==> src/hw/rtl/wbps_pkg.sv <==
// Constants and register codes of the wildcard byte pattern scanner.
package wbps_pkg;

	localparam int REG_BYTES = 32;
	localparam int PAT_IDX_W = 5;
	localparam int LEN_W = 6;
	localparam int DATA_W = 64;
	localparam int ADDR_W = 6;
	localparam int REG_IDX_W = 3;
	localparam int OUT_W = 48;

	localparam logic [7:0] WILDCARD = 8'hCC;
	localparam logic [31:0] OFFSET_SAT = 32'hFFFF_FFFF;
	localparam logic [15:0] REGION_SAT = 16'hFFFF;

	localparam logic [REG_IDX_W-1:0] REG_PAT_A = 3'd0;
	localparam logic [REG_IDX_W-1:0] REG_PAT_B = 3'd1;
	localparam logic [REG_IDX_W-1:0] REG_PAT_C = 3'd2;
	localparam logic [REG_IDX_W-1:0] REG_PAT_D = 3'd3;
	localparam logic [REG_IDX_W-1:0] REG_LEN = 3'd4;

endpackage

==> src/hw/rtl/wbps_match.sv <==
// Parallel wildcard compare of the aligned pattern against the byte history.
module wbps_match #(
	parameter int LIM = 32
) (
	input logic [LIM-1:0][7:0] align,
	input logic [LIM-1:0][7:0] hist,
	output logic all_match
);
	import wbps_pkg::*;

	logic [LIM-1:0] ok;

	always_comb begin
		for (int j = 0; j < LIM; j++) begin
			ok[j] = (align[j] == WILDCARD) || (align[j] == hist[j]);
		end
	end

	assign all_match = &ok;

endmodule

==> src/hw/rtl/wildcard_byte_pattern_scanner.sv <==
// Top level of the wildcard byte pattern scanner.
//
// Channel   Dir  Contents
// s_*       in   tdata[7:0] data_byte, tuser region_first, tlast scan_last
// m_*       out  tdata[15:0] region_number, tdata[47:16] match_offset, tuser found
// APB       in   pattern words at 0x00..0x18, pattern length at 0x20
//
// One word is taken per cycle while the input is not stalled; each word sits in the input register,
// where the full pattern compare and counter update happen, then at most one
// result moves to the output register. The output register decouples the two
// sides, so input stalls only when the input register is full, a result word is
// waiting and m_tready is low.
// Reset clears the handshake and scan state; the scan then starts in region 0.
module wildcard_byte_pattern_scanner #(
	parameter int PATTERN_MAX = 32
) (
	input logic clk,
	input logic arst_n,
	input logic psel,
	input logic penable,
	input logic pwrite,
	input logic [wbps_pkg::ADDR_W-1:0] paddr,
	input logic [wbps_pkg::DATA_W-1:0] pwdata,
	output logic [wbps_pkg::DATA_W-1:0] prdata,
	output logic pready,
	input logic s_tvalid,
	output logic s_tready,
	input logic [7:0] s_tdata,    // data_byte
	input logic s_tuser,          // region_first
	input logic s_tlast,          // scan_last
	output logic m_tvalid,
	input logic m_tready,
	output logic [wbps_pkg::OUT_W-1:0] m_tdata, // region_number, match_offset
	output logic m_tuser          // found
);
	import wbps_pkg::*;

	localparam int LIM = (PATTERN_MAX < REG_BYTES) ? PATTERN_MAX : REG_BYTES;
	localparam int WIN = (LIM > 1) ? LIM - 1 : 1;

	logic [3:0][63:0] pat_q;
	logic [LEN_W-1:0] plen_q;
	logic [REG_BYTES-1:0][7:0] pat_bytes;
	logic [REG_IDX_W-1:0] reg_idx;
	logic cfg_wr;

	logic [LEN_W-1:0] len_c;
	logic [LEN_W-1:0] len_q;
	logic [LIM-1:0][7:0] align_c;
	logic [LIM-1:0][7:0] align_q;

	logic s1_valid;
	logic [7:0] byte_s1;
	logic first_s1;
	logic last_s1;

	logic [WIN-1:0][7:0] win_q;
	logic [31:0] bir_q;
	logic [15:0] rc_q;
	logic done_q;
	logic open_q;

	logic out_valid_q;
	logic found_q;
	logic [15:0] region_q;
	logic [31:0] offset_q;

	logic advance;
	logic clr;
	logic [WIN-1:0][7:0] win_eff;
	logic [WIN-1:0][7:0] win_n;
	logic [LIM-1:0][7:0] hist;
	logic [31:0] bir_base;
	logic [31:0] bir_new;
	logic [15:0] rc_next;
	logic pat_ok;
	logic hit;
	logic emit;
	logic [31:0] offset;

	assign pready = 1'b1;
	assign reg_idx = paddr[ADDR_W-1:ADDR_W-REG_IDX_W];
	assign cfg_wr = psel && penable && pwrite && pready;
	assign pat_bytes = pat_q;

	always_ff @(posedge clk or negedge arst_n) begin
		if (!arst_n) begin
			pat_q <= '0;
			plen_q <= LEN_W'(1);
		end else if (cfg_wr) begin
			case (reg_idx)
				REG_PAT_A, REG_PAT_B, REG_PAT_C, REG_PAT_D: pat_q[reg_idx[1:0]] <= pwdata;
				REG_LEN: plen_q <= pwdata[LEN_W-1:0];
				default: ;
			endcase
		end
	end

	always_comb begin
		case (reg_idx)
			REG_PAT_A, REG_PAT_B, REG_PAT_C, REG_PAT_D: prdata = pat_q[reg_idx[1:0]];
			REG_LEN: prdata = {{(DATA_W-LEN_W){1'b0}}, plen_q};
			default: prdata = '0;
		endcase
	end

	// The pattern is stored reversed against the history, so that entry 0 meets
	// the newest byte; entries past the active length are wildcards.
	assign len_c = (plen_q > LEN_W'(LIM)) ? LEN_W'(LIM) : plen_q;

	always_comb begin
		for (int j = 0; j < LIM; j++) begin
			if (LEN_W'(j) < len_c) begin
				align_c[j] = pat_bytes[PAT_IDX_W'(len_c - LEN_W'(j) - LEN_W'(1))];
			end else begin
				align_c[j] = WILDCARD;
			end
		end
	end

	always_ff @(posedge clk) begin
		align_q <= align_c;
		len_q <= len_c;
	end

	assign advance = s1_valid && (!out_valid_q || m_tready);
	assign s_tready = !s1_valid || advance;

	always_ff @(posedge clk or negedge arst_n) begin
		if (!arst_n) begin
			s1_valid <= 1'b0;
		end else if (s_tready) begin
			s1_valid <= s_tvalid;
		end
	end

	always_ff @(posedge clk) begin
		if (s_tvalid && s_tready) begin
			byte_s1 <= s_tdata;
			first_s1 <= s_tuser;
			last_s1 <= s_tlast;
		end
	end

	assign clr = !open_q || first_s1;
	assign win_eff = clr ? '0 : win_q;
	assign bir_base = clr ? 32'd0 : bir_q;
	assign bir_new = (bir_base == OFFSET_SAT) ? OFFSET_SAT : bir_base + 32'd1;

	always_comb begin
		if (!open_q) begin
			rc_next = '0;
		end else if (first_s1 && rc_q != REGION_SAT) begin
			rc_next = rc_q + 16'd1;
		end else begin
			rc_next = rc_q;
		end
	end

	always_comb begin
		hist[0] = byte_s1;
		for (int j = 1; j < LIM; j++) begin
			hist[j] = win_eff[j-1];
		end
		win_n[0] = byte_s1;
		for (int k = 1; k < WIN; k++) begin
			win_n[k] = win_eff[k-1];
		end
	end

	wbps_match #(
		.LIM(LIM)
	) u_match (
		.align(align_q),
		.hist(hist),
		.all_match(pat_ok)
	);

	assign hit = !done_q && (bir_new >= 32'(len_q)) && pat_ok;
	assign emit = hit || (last_s1 && !done_q);

	always_comb begin
		if (bir_new == OFFSET_SAT) begin
			offset = OFFSET_SAT;
		end else if (len_q == '0) begin
			offset = bir_new - 32'd1;
		end else begin
			offset = bir_new - 32'(len_q);
		end
	end

	always_ff @(posedge clk or negedge arst_n) begin
		if (!arst_n) begin
			done_q <= 1'b0;
			open_q <= 1'b0;
		end else if (advance) begin
			done_q <= last_s1 ? 1'b0 : (done_q || hit);
			open_q <= !last_s1;
		end
	end

	always_ff @(posedge clk) begin
		if (advance) begin
			win_q <= win_n;
			bir_q <= bir_new;
			rc_q <= rc_next;
		end
	end

	always_ff @(posedge clk or negedge arst_n) begin
		if (!arst_n) begin
			out_valid_q <= 1'b0;
		end else if (advance) begin
			out_valid_q <= emit;
		end else if (m_tready) begin
			out_valid_q <= 1'b0;
		end
	end

	always_ff @(posedge clk) begin
		if (advance && emit) begin
			found_q <= hit;
			region_q <= hit ? rc_next : 16'd0;
			offset_q <= hit ? offset : 32'd0;
		end
	end

	assign m_tvalid = out_valid_q;
	assign m_tdata = {offset_q, region_q};
	assign m_tuser = found_q;

endmodule

==> config.mk <==
export PLATFORM = sky130hd
export DESIGN_NAME = wildcard_byte_pattern_scanner
export DESIGN_NICKNAME = d
export VERILOG_FILES = /design/src/hw/rtl/wbps_pkg.sv /design/src/hw/rtl/wbps_match.sv /design/src/hw/rtl/wildcard_byte_pattern_scanner.sv
export SDC_FILE = /design/constraint.sdc
export NUM_CORES = 2
export LEC_CHECK = 0
export ABC_AREA = 0
export BUFFER_PORTS_ARGS = -buffer_cell sky130_fd_sc_hd__buf_2
export CAP_MARGIN = 20
export CORE_ASPECT_RATIO = 0.75
export CORE_MARGIN = 1
export CORE_UTILIZATION = 50
export DETAILED_ROUTE_END_ITERATION = 10
export GPL_TIMING_DRIVEN = 0
export HOLD_SLACK_MARGIN = 0.08
export PLACE_DENSITY = 0.79
export SYNTH_ARGS = -nofsm -noshare
export SYNTH_HDL_FRONTEND = slang
export SYNTH_HIERARCHICAL = 1
export SYNTH_SLANG_ARGS = --single-unit
==> constraint.sdc <==
create_clock -name clk -period 14.15 [get_ports clk]
set_clock_uncertainty 0.15 [all_clocks]
set_input_delay 1.415 -clock clk [delete_from_list [all_inputs] [get_ports clk]]
set_output_delay 1.415 -clock clk [all_outputs]
set_load 0.02 [all_outputs]
======== After elaboration in Yosys (flattened, before gate mapping) ========
Cells that the tools add are included.
cells by class
  $add $sub $neg .......................... 66
  magnitude comparators ................... 68
  eq/ne operators ......................... 71
  muxes and demuxes ....................... 81
  reduce and logical (&&, ||, !) cells .... 59
operator list
  cell                                                                           number
  8-bit binary-select mux with 5-bit select                                      32
  256-bit bitwise mux                                                            1
  8-bit equality test                                                            32
  8-bit equality test (second input constant)                                    32
  8-bit 2-to-1 mux                                                               32
  248-bit 2-to-1 mux                                                             1
  5-bit by 6-bit less-than comparator with 1-bit output (second input constant)  32
  5-bit by 1-bit subtractor with 5-bit output (second input constant)            32
  64-bit binary-select mux with 2-bit select                                     1
  64-bit demux with 2-bit select                                                 1
  32-bit 2-to-1 mux                                                              4
  64-bit 2-to-1 mux                                                              2
  64-bit one-hot mux with 2 select lines                                         1
  5-bit by 6-bit less-than comparator with 1-bit output (first input constant)   16
  5-bit subtractor (second input constant)                                       16
  32-bit equality test (second input constant)                                   2
  4-bit by 6-bit less-than comparator with 1-bit output (first input constant)   8
  5-bit by 4-bit subtractor with 5-bit output (second input constant)            8
  1-bit logical OR                                                               37
  32-bit by 1-bit adder with 32-bit output (second input constant)               1
  32-bit by 6-bit greater-or-equal comparator with 1-bit output                  1
  16-bit 2-to-1 mux                                                              2
  32-bit AND reduction                                                           1
  32-bit by 1-bit subtractor with 32-bit output (second input constant)          1
  23 further kinds                                                               49
storage, ports and cells
  flip-flop bits (word level) ............. 883
  input port bits ......................... 87
  logic and storage cells ................. 426

======== Depth between registers and ports, before layout ========
  depth in word-level cells ............... 10
  gate-level depth with buffers ........... 26

======== By module ========
Netlist, hierarchy kept.
by module, submodules not included
  module                         instances  cells each  area each (um2)  sequential area each (um2)
  wildcard_byte_pattern_scanner  1          4195        47588.1          22562.9
  wbps_match                     1          465         3558.4           0.0

======== Least setup slack after synthesis ========
OpenSTA, ideal clock, no wires.
  path type ............................... in2reg
  start point ............................. input m_tready
  end point ............................... register found_q, in the netlist m_tuser (enable)
  setup time .............................. 0.469 ns
  data arrival time ....................... 12.595 ns
  required time ........................... 13.531 ns
  path slack .............................. 0.936 ns
  cell stages on the path ................. 4
  buffers on the path ..................... 1
  cell sequence ........................... nand2b_1 -> and2_1 -> clkbuf_1 -> a21boi_1
on the way
  word-level cells in the longest chain between the ends .. 3
RTL lines
  element               RTL line                              source
  from (decl)           wildcard_byte_pattern_scanner.sv:32   input logic m_tready,
  1-bit logical OR      wildcard_byte_pattern_scanner.sv:126  assign advance = s1_valid && (!out_valid_q || m_tready);
  1-bit logical AND     wildcard_byte_pattern_scanner.sv:126
  via advance           wildcard_byte_pattern_scanner.sv:68   logic advance;
  1-bit logical AND     wildcard_byte_pattern_scanner.sv:221  if (advance && emit) begin
  to (signal assigned)  wildcard_byte_pattern_scanner.sv:222  found_q <= hit;
  to (decl)             wildcard_byte_pattern_scanner.sv:64   logic found_q;
The timed path passes the listed nets, and every way through them passes these cells.
A chain may end at the register's enable or synchronous reset.

======== Final worst setup path ========
  start point ............................. register first_s1
  end point ............................... register offset_q[23] (data pin)
on the way
  word-level cells in the longest chain between the ends .. 7
  elaborated cells on any way between the ends .. 77
  classes of those cells .................. 3 x add/sub; 1 x order compare; 33 x eq/ne; 5 x mux; 35 x reduce/logical
RTL lines
  element                                                                                  RTL line                                                                    source
  from (decl)                                                                              wildcard_byte_pattern_scanner.sv:54                                         logic first_s1;
  from (signal assigned)                                                                   wildcard_byte_pattern_scanner.sv:140                                        first_s1 <= s_tuser;
  1-bit logical OR *                                                                       wildcard_byte_pattern_scanner.sv:145                                        assign clr = !open_q || first_s1;
  32-bit 2-to-1 mux *                                                                      wildcard_byte_pattern_scanner.sv:147                                        assign bir_base = clr ? 32'd0 : bir_q;
  32-bit by 1-bit adder with 32-bit output / 32-bit equality test (equally long branches)  wildcard_byte_pattern_scanner.sv:148                                        assign bir_new = (bir_base == OFFSET_SAT) ? OFFSET_SAT : bir_base + 32'd1;
  32-bit 2-to-1 mux *                                                                      wildcard_byte_pattern_scanner.sv:148
  via bir_new[2]                                                                           wildcard_byte_pattern_scanner.sv:74                                         logic [31:0] bir_new;
  32-bit by 6-bit subtractor with 32-bit output, or another cell as far along              wildcard_byte_pattern_scanner.sv:188                                        offset = bir_new - 32'(len_q);
  32-bit 2-to-1 mux / 1-bit logical AND (equally long branches)                            wildcard_byte_pattern_scanner.sv:185, wildcard_byte_pattern_scanner.sv:179
  32-bit 2-to-1 mux / 1-bit logical AND (equally long branches)                            wildcard_byte_pattern_scanner.sv:183, wildcard_byte_pattern_scanner.sv:179
  to (signal assigned)                                                                     wildcard_byte_pattern_scanner.sv:224                                        offset_q <= hit ? offset : 32'd0;
  to (decl)                                                                                wildcard_byte_pattern_scanner.sv:66                                         logic [31:0] offset_q;
The timed path passes the listed nets; every way through them passes the cells marked *.

==> summary.md <==
| Metric | Value |
|---|---|
| First-pass GRT wire length | `319 mm` |
| Commonest non-fill, non-tap cell in the layout | `mux2i_1` |
| Hold endpoint | `win_q[0]` |
| Fin Setup TNS | `0 ns` |
| Crit Reg-Reg Startpoint | `first_s1` |
| Setup bufs post-CTS | `0` |
| Top_reg_cell synth | `edfxtp_1` |
| Inst Count DP | `6,229` |
| Slowest cell on crit path | `nor4_1` |
| Synth Area in XOR/XNOR | `0.0610` |
| Layout Cells excl Fill | `6,427` |
| Std cell rows | `101` |
| Hold Path Depth | `0` |
| Initial DRC count | `6,446` |
| Vias in the first global route | `38,300` |
| Worst Setup End Kind | `flip-flop` |
| RePlAce Congestion | `1.16` |
| Required time of the critical path | `14.46 ns` |
| Syn Area/Cell | `11.0 sq um` |
| CTS tree | `done` |
| Worst slack, placed | `3.89 ns` |
| Top cells by area, synth | `edfxtp_1, mux2i_1, dfrtp_1` |
| Multi-input combinational cell area | `27,400 sq um` |
| WL final | `239 mm` |
| Routed Antenna Nets | `0` |
| CP peak stage delay | `0.81 ns` |
| Arr. time, crit path | `11.08 ns` |
| Gr ovfl total | `0` |
| Die Area | `104,000 sq um` |
| Critical Path Source Type | `flip-flop` |
| H-tree level count | `3` |
| Relative max-transition margin | `0.152` |
| Yosys top cell area share | `0.208` |
| Die Y | `279 um` |
| Worst Tran Pin Value | `1.24 ns` |
| Switch share | `0.464` |
| Die Width | `371 um` |
| Pleak | `24.1 nW` |
| Synth Register Bits | `883` |
| Max VDD drop | `139 uV` |
| First drt pass iteration count | `6` |
| Adder-Cell Fraction of Synth Area | `0.00587` |
| Clock-pin slew on the worst setup and hold paths | `0.07 ns` |
| Area grow syn2layout | `12.8%` |
| Clk_lat worst skew | `0.72 ns` |
| IO Pins | `203` |
| Post-synthesis compound-gate area fraction | `0.0340` |
| EDFF count, synth | `355` |
| Buf+Inv Stages, Crit Path | `8` |
| Max Freq | `92.9 MHz` |
| Largest fanout on the critical path | `10` |
| Sequential Power Share | `0.313` |
| Wire per inst | `37.1 um` |
| RSZ-0062 raised after global routing | `false` |
| Ys async rst share | `0.301` |
| Reg2Reg Setup Slack | `3.39 ns` |
| Max Cap Viol | `0` |
| # resized after CTS | `0` |
| Proportion of synthesized chip area in sequential cells | `0.441` |
| Initial antenna violation count | `52` |
| # setup viols final | `0` |
| Most frequent cells in the layout | `mux2i_1, nand2_1, edfxtp_1` |
| Yosys synthesis warning count | `6` |
| All-Layer GR Usage | `0.454` |
| Share of post-route cells with drive strength above 1 | `0.158` |
| Hpwl dp | `199 mm` |
| Sw power | `5.69 mW` |
| P per Cell Area | `212 nW/um^2` |
| PortBufs | `195` |
| Top delay family on crit path | `buffers and inverters` |
| Final min period | `10.76 ns` |
| Core box area | `101,000 sq um` |
| Post-Syn Area | `51,100 sq um` |
| Power Internal | `6.56 mW` |
| Hold_sp | `byte_s1[0]` |
| CP dominant cell by count | `clkbuf_1` |
| Clock buffer depth | `3` |
| Post-synthesis mux area share | `0.288` |
| Worst Setup Path Type | `flip-flop to flip-flop` |
| Synth Area in Simple Gates | `0.146` |
| Largest family of logic cells by synthesized area | `multiplexers` |
| Combinational Power Share | `0.485` |
| Hold WC Path Type | `flip-flop to flip-flop` |
| Post-synth top area cell | `edfxtp_1` |
| Pin count of the biggest net entering global routing | `118` |
| DRC viols | `0` |
| DR vias | `42,100` |
| Root buffer cell | `clkbuf_16` |
| Vias per cell | `6.56` |
| CTS Hold Bufs | `0` |
| Clock Sink Count | `883` |
| Fill count | `8,724` |
| Total power draw | `12.3 mW` |
| Final Hold Vio Count | `0` |
| Max Transition Viols Final | `0` |
| FF+latch area | `22,600 sq um` |
| Starting density of the core | `0.505` |
| Setup slack after layout | `3.39 ns` |
| Reg2reg end | `offset_q[23]` |
| Register-to-Register Path Depth | `26` |
| Nets@finish | `5,112` |
| Tcrit/Tclk final | `0.761` |
| Outcome | `finished clean` |
| Mapped Cells | `4,660` |
| Synth cell types | `77` |
| Total CTS buffers | `87` |
| Clock Power Share | `0.202` |
| Post-synth net total | `4,771` |
| Final hold slack | `0.324 ns` |
==> synth_stat cells (all sizes together), types with 39 or more instances <==
cell type	n
nand2	527
inv	39
nor2b	91
mux2i	967
clkbuf	187
mux4	88
nand3	149
nand4	121
and2	261
mux2	271
a21oi	153
o21ai	80
buf	81
xnor2	313
edfxtp	355
nor2	146
dfxtp	262
dfrtp	265
xor2	43
==> power by group through the flow <==
stage	logic, mW	registers [mW]	clock network, mW
detailed placement	5.54	3.83	0
floorplan	3.32	3.61	0
CTS	5.57	3.79	2.49
finish	5.94	3.83	2.48
global route	6.02	3.86	2.58
global placement	5.48	3.86	0
==> routing by layer <==
layer	track usage	vias up	routed length, um
li1	-	17500	-
met1	0.650	21300	102000
met2	0.577	2859	89200
met3	0.253	465	39500
met4	0.115	44	7490
met5	0.00797	-	276
==> layout make-up <==
cell class                      instances  area share
Timing Repair Buffer                  252      0.0307
Clock buffer                          129      0.0448
Antenna cell                           12    0.000520
Clock inverter                         35     0.00820
Buffer                                268      0.0185
Inverter                               42     0.00273
Multi-Input combinational cell       3467       0.475
Tap cell                             1339      0.0290
Sequential cell                       883       0.391
==> state kept, by name (all words and copies together) (netlist names), 6 cells and up <==
name	count
align_q	256
bir_q	32
byte_s1	8
len_q	6
offset_q	32
pat_bytes	256
plen_q	6
rc_q	16
region_q	16
win_q	248
==> metrics by stage <==
stage / utilization / instance area (sq um)
3_3_place_gp: 0.531 / 53800
6_report: 0.569 / 57700
3_5_place_dp: 0.537 / 54400
2_1_floorplan: - / 51100
4_1_cts: 0.567 / 57500
5_1_grt: 0.569 / 57700
==> how the worst max path moves through the flow <==
| stage | from | endpoint | slack (ns) | cells past startpoint |
|---|---|---|---|---|
| finish | first_s1 | offset_q[23] | 3.39 | 26 |
| floorplan | m_tready | m_tuser | 0.94 | 4 |
| CTS | first_s1 | offset_q[25] | 3.87 | 25 |
| global route | first_s1 | offset_q[23] | 3.06 | 26 |
| global placement | m_tready | offset_q[7] | -3.07 | 5 |
| detailed placement | first_s1 | offset_q[25] | 3.89 | 25 |
==> cells by family (layout without fill, tap and decap cells) <==
group / count (synthesis) / after routing
compound gates: 303 / 303
xor+xnor: 356 / 356
fa+ha+maj: 24 / 24
buf+inv: 310 / 726
flops: 883 / 883
mux: 1326 / 1326
other cells: 1 / 13
simple gates: 1457 / 1457
(Power assumes the default switching activity.)
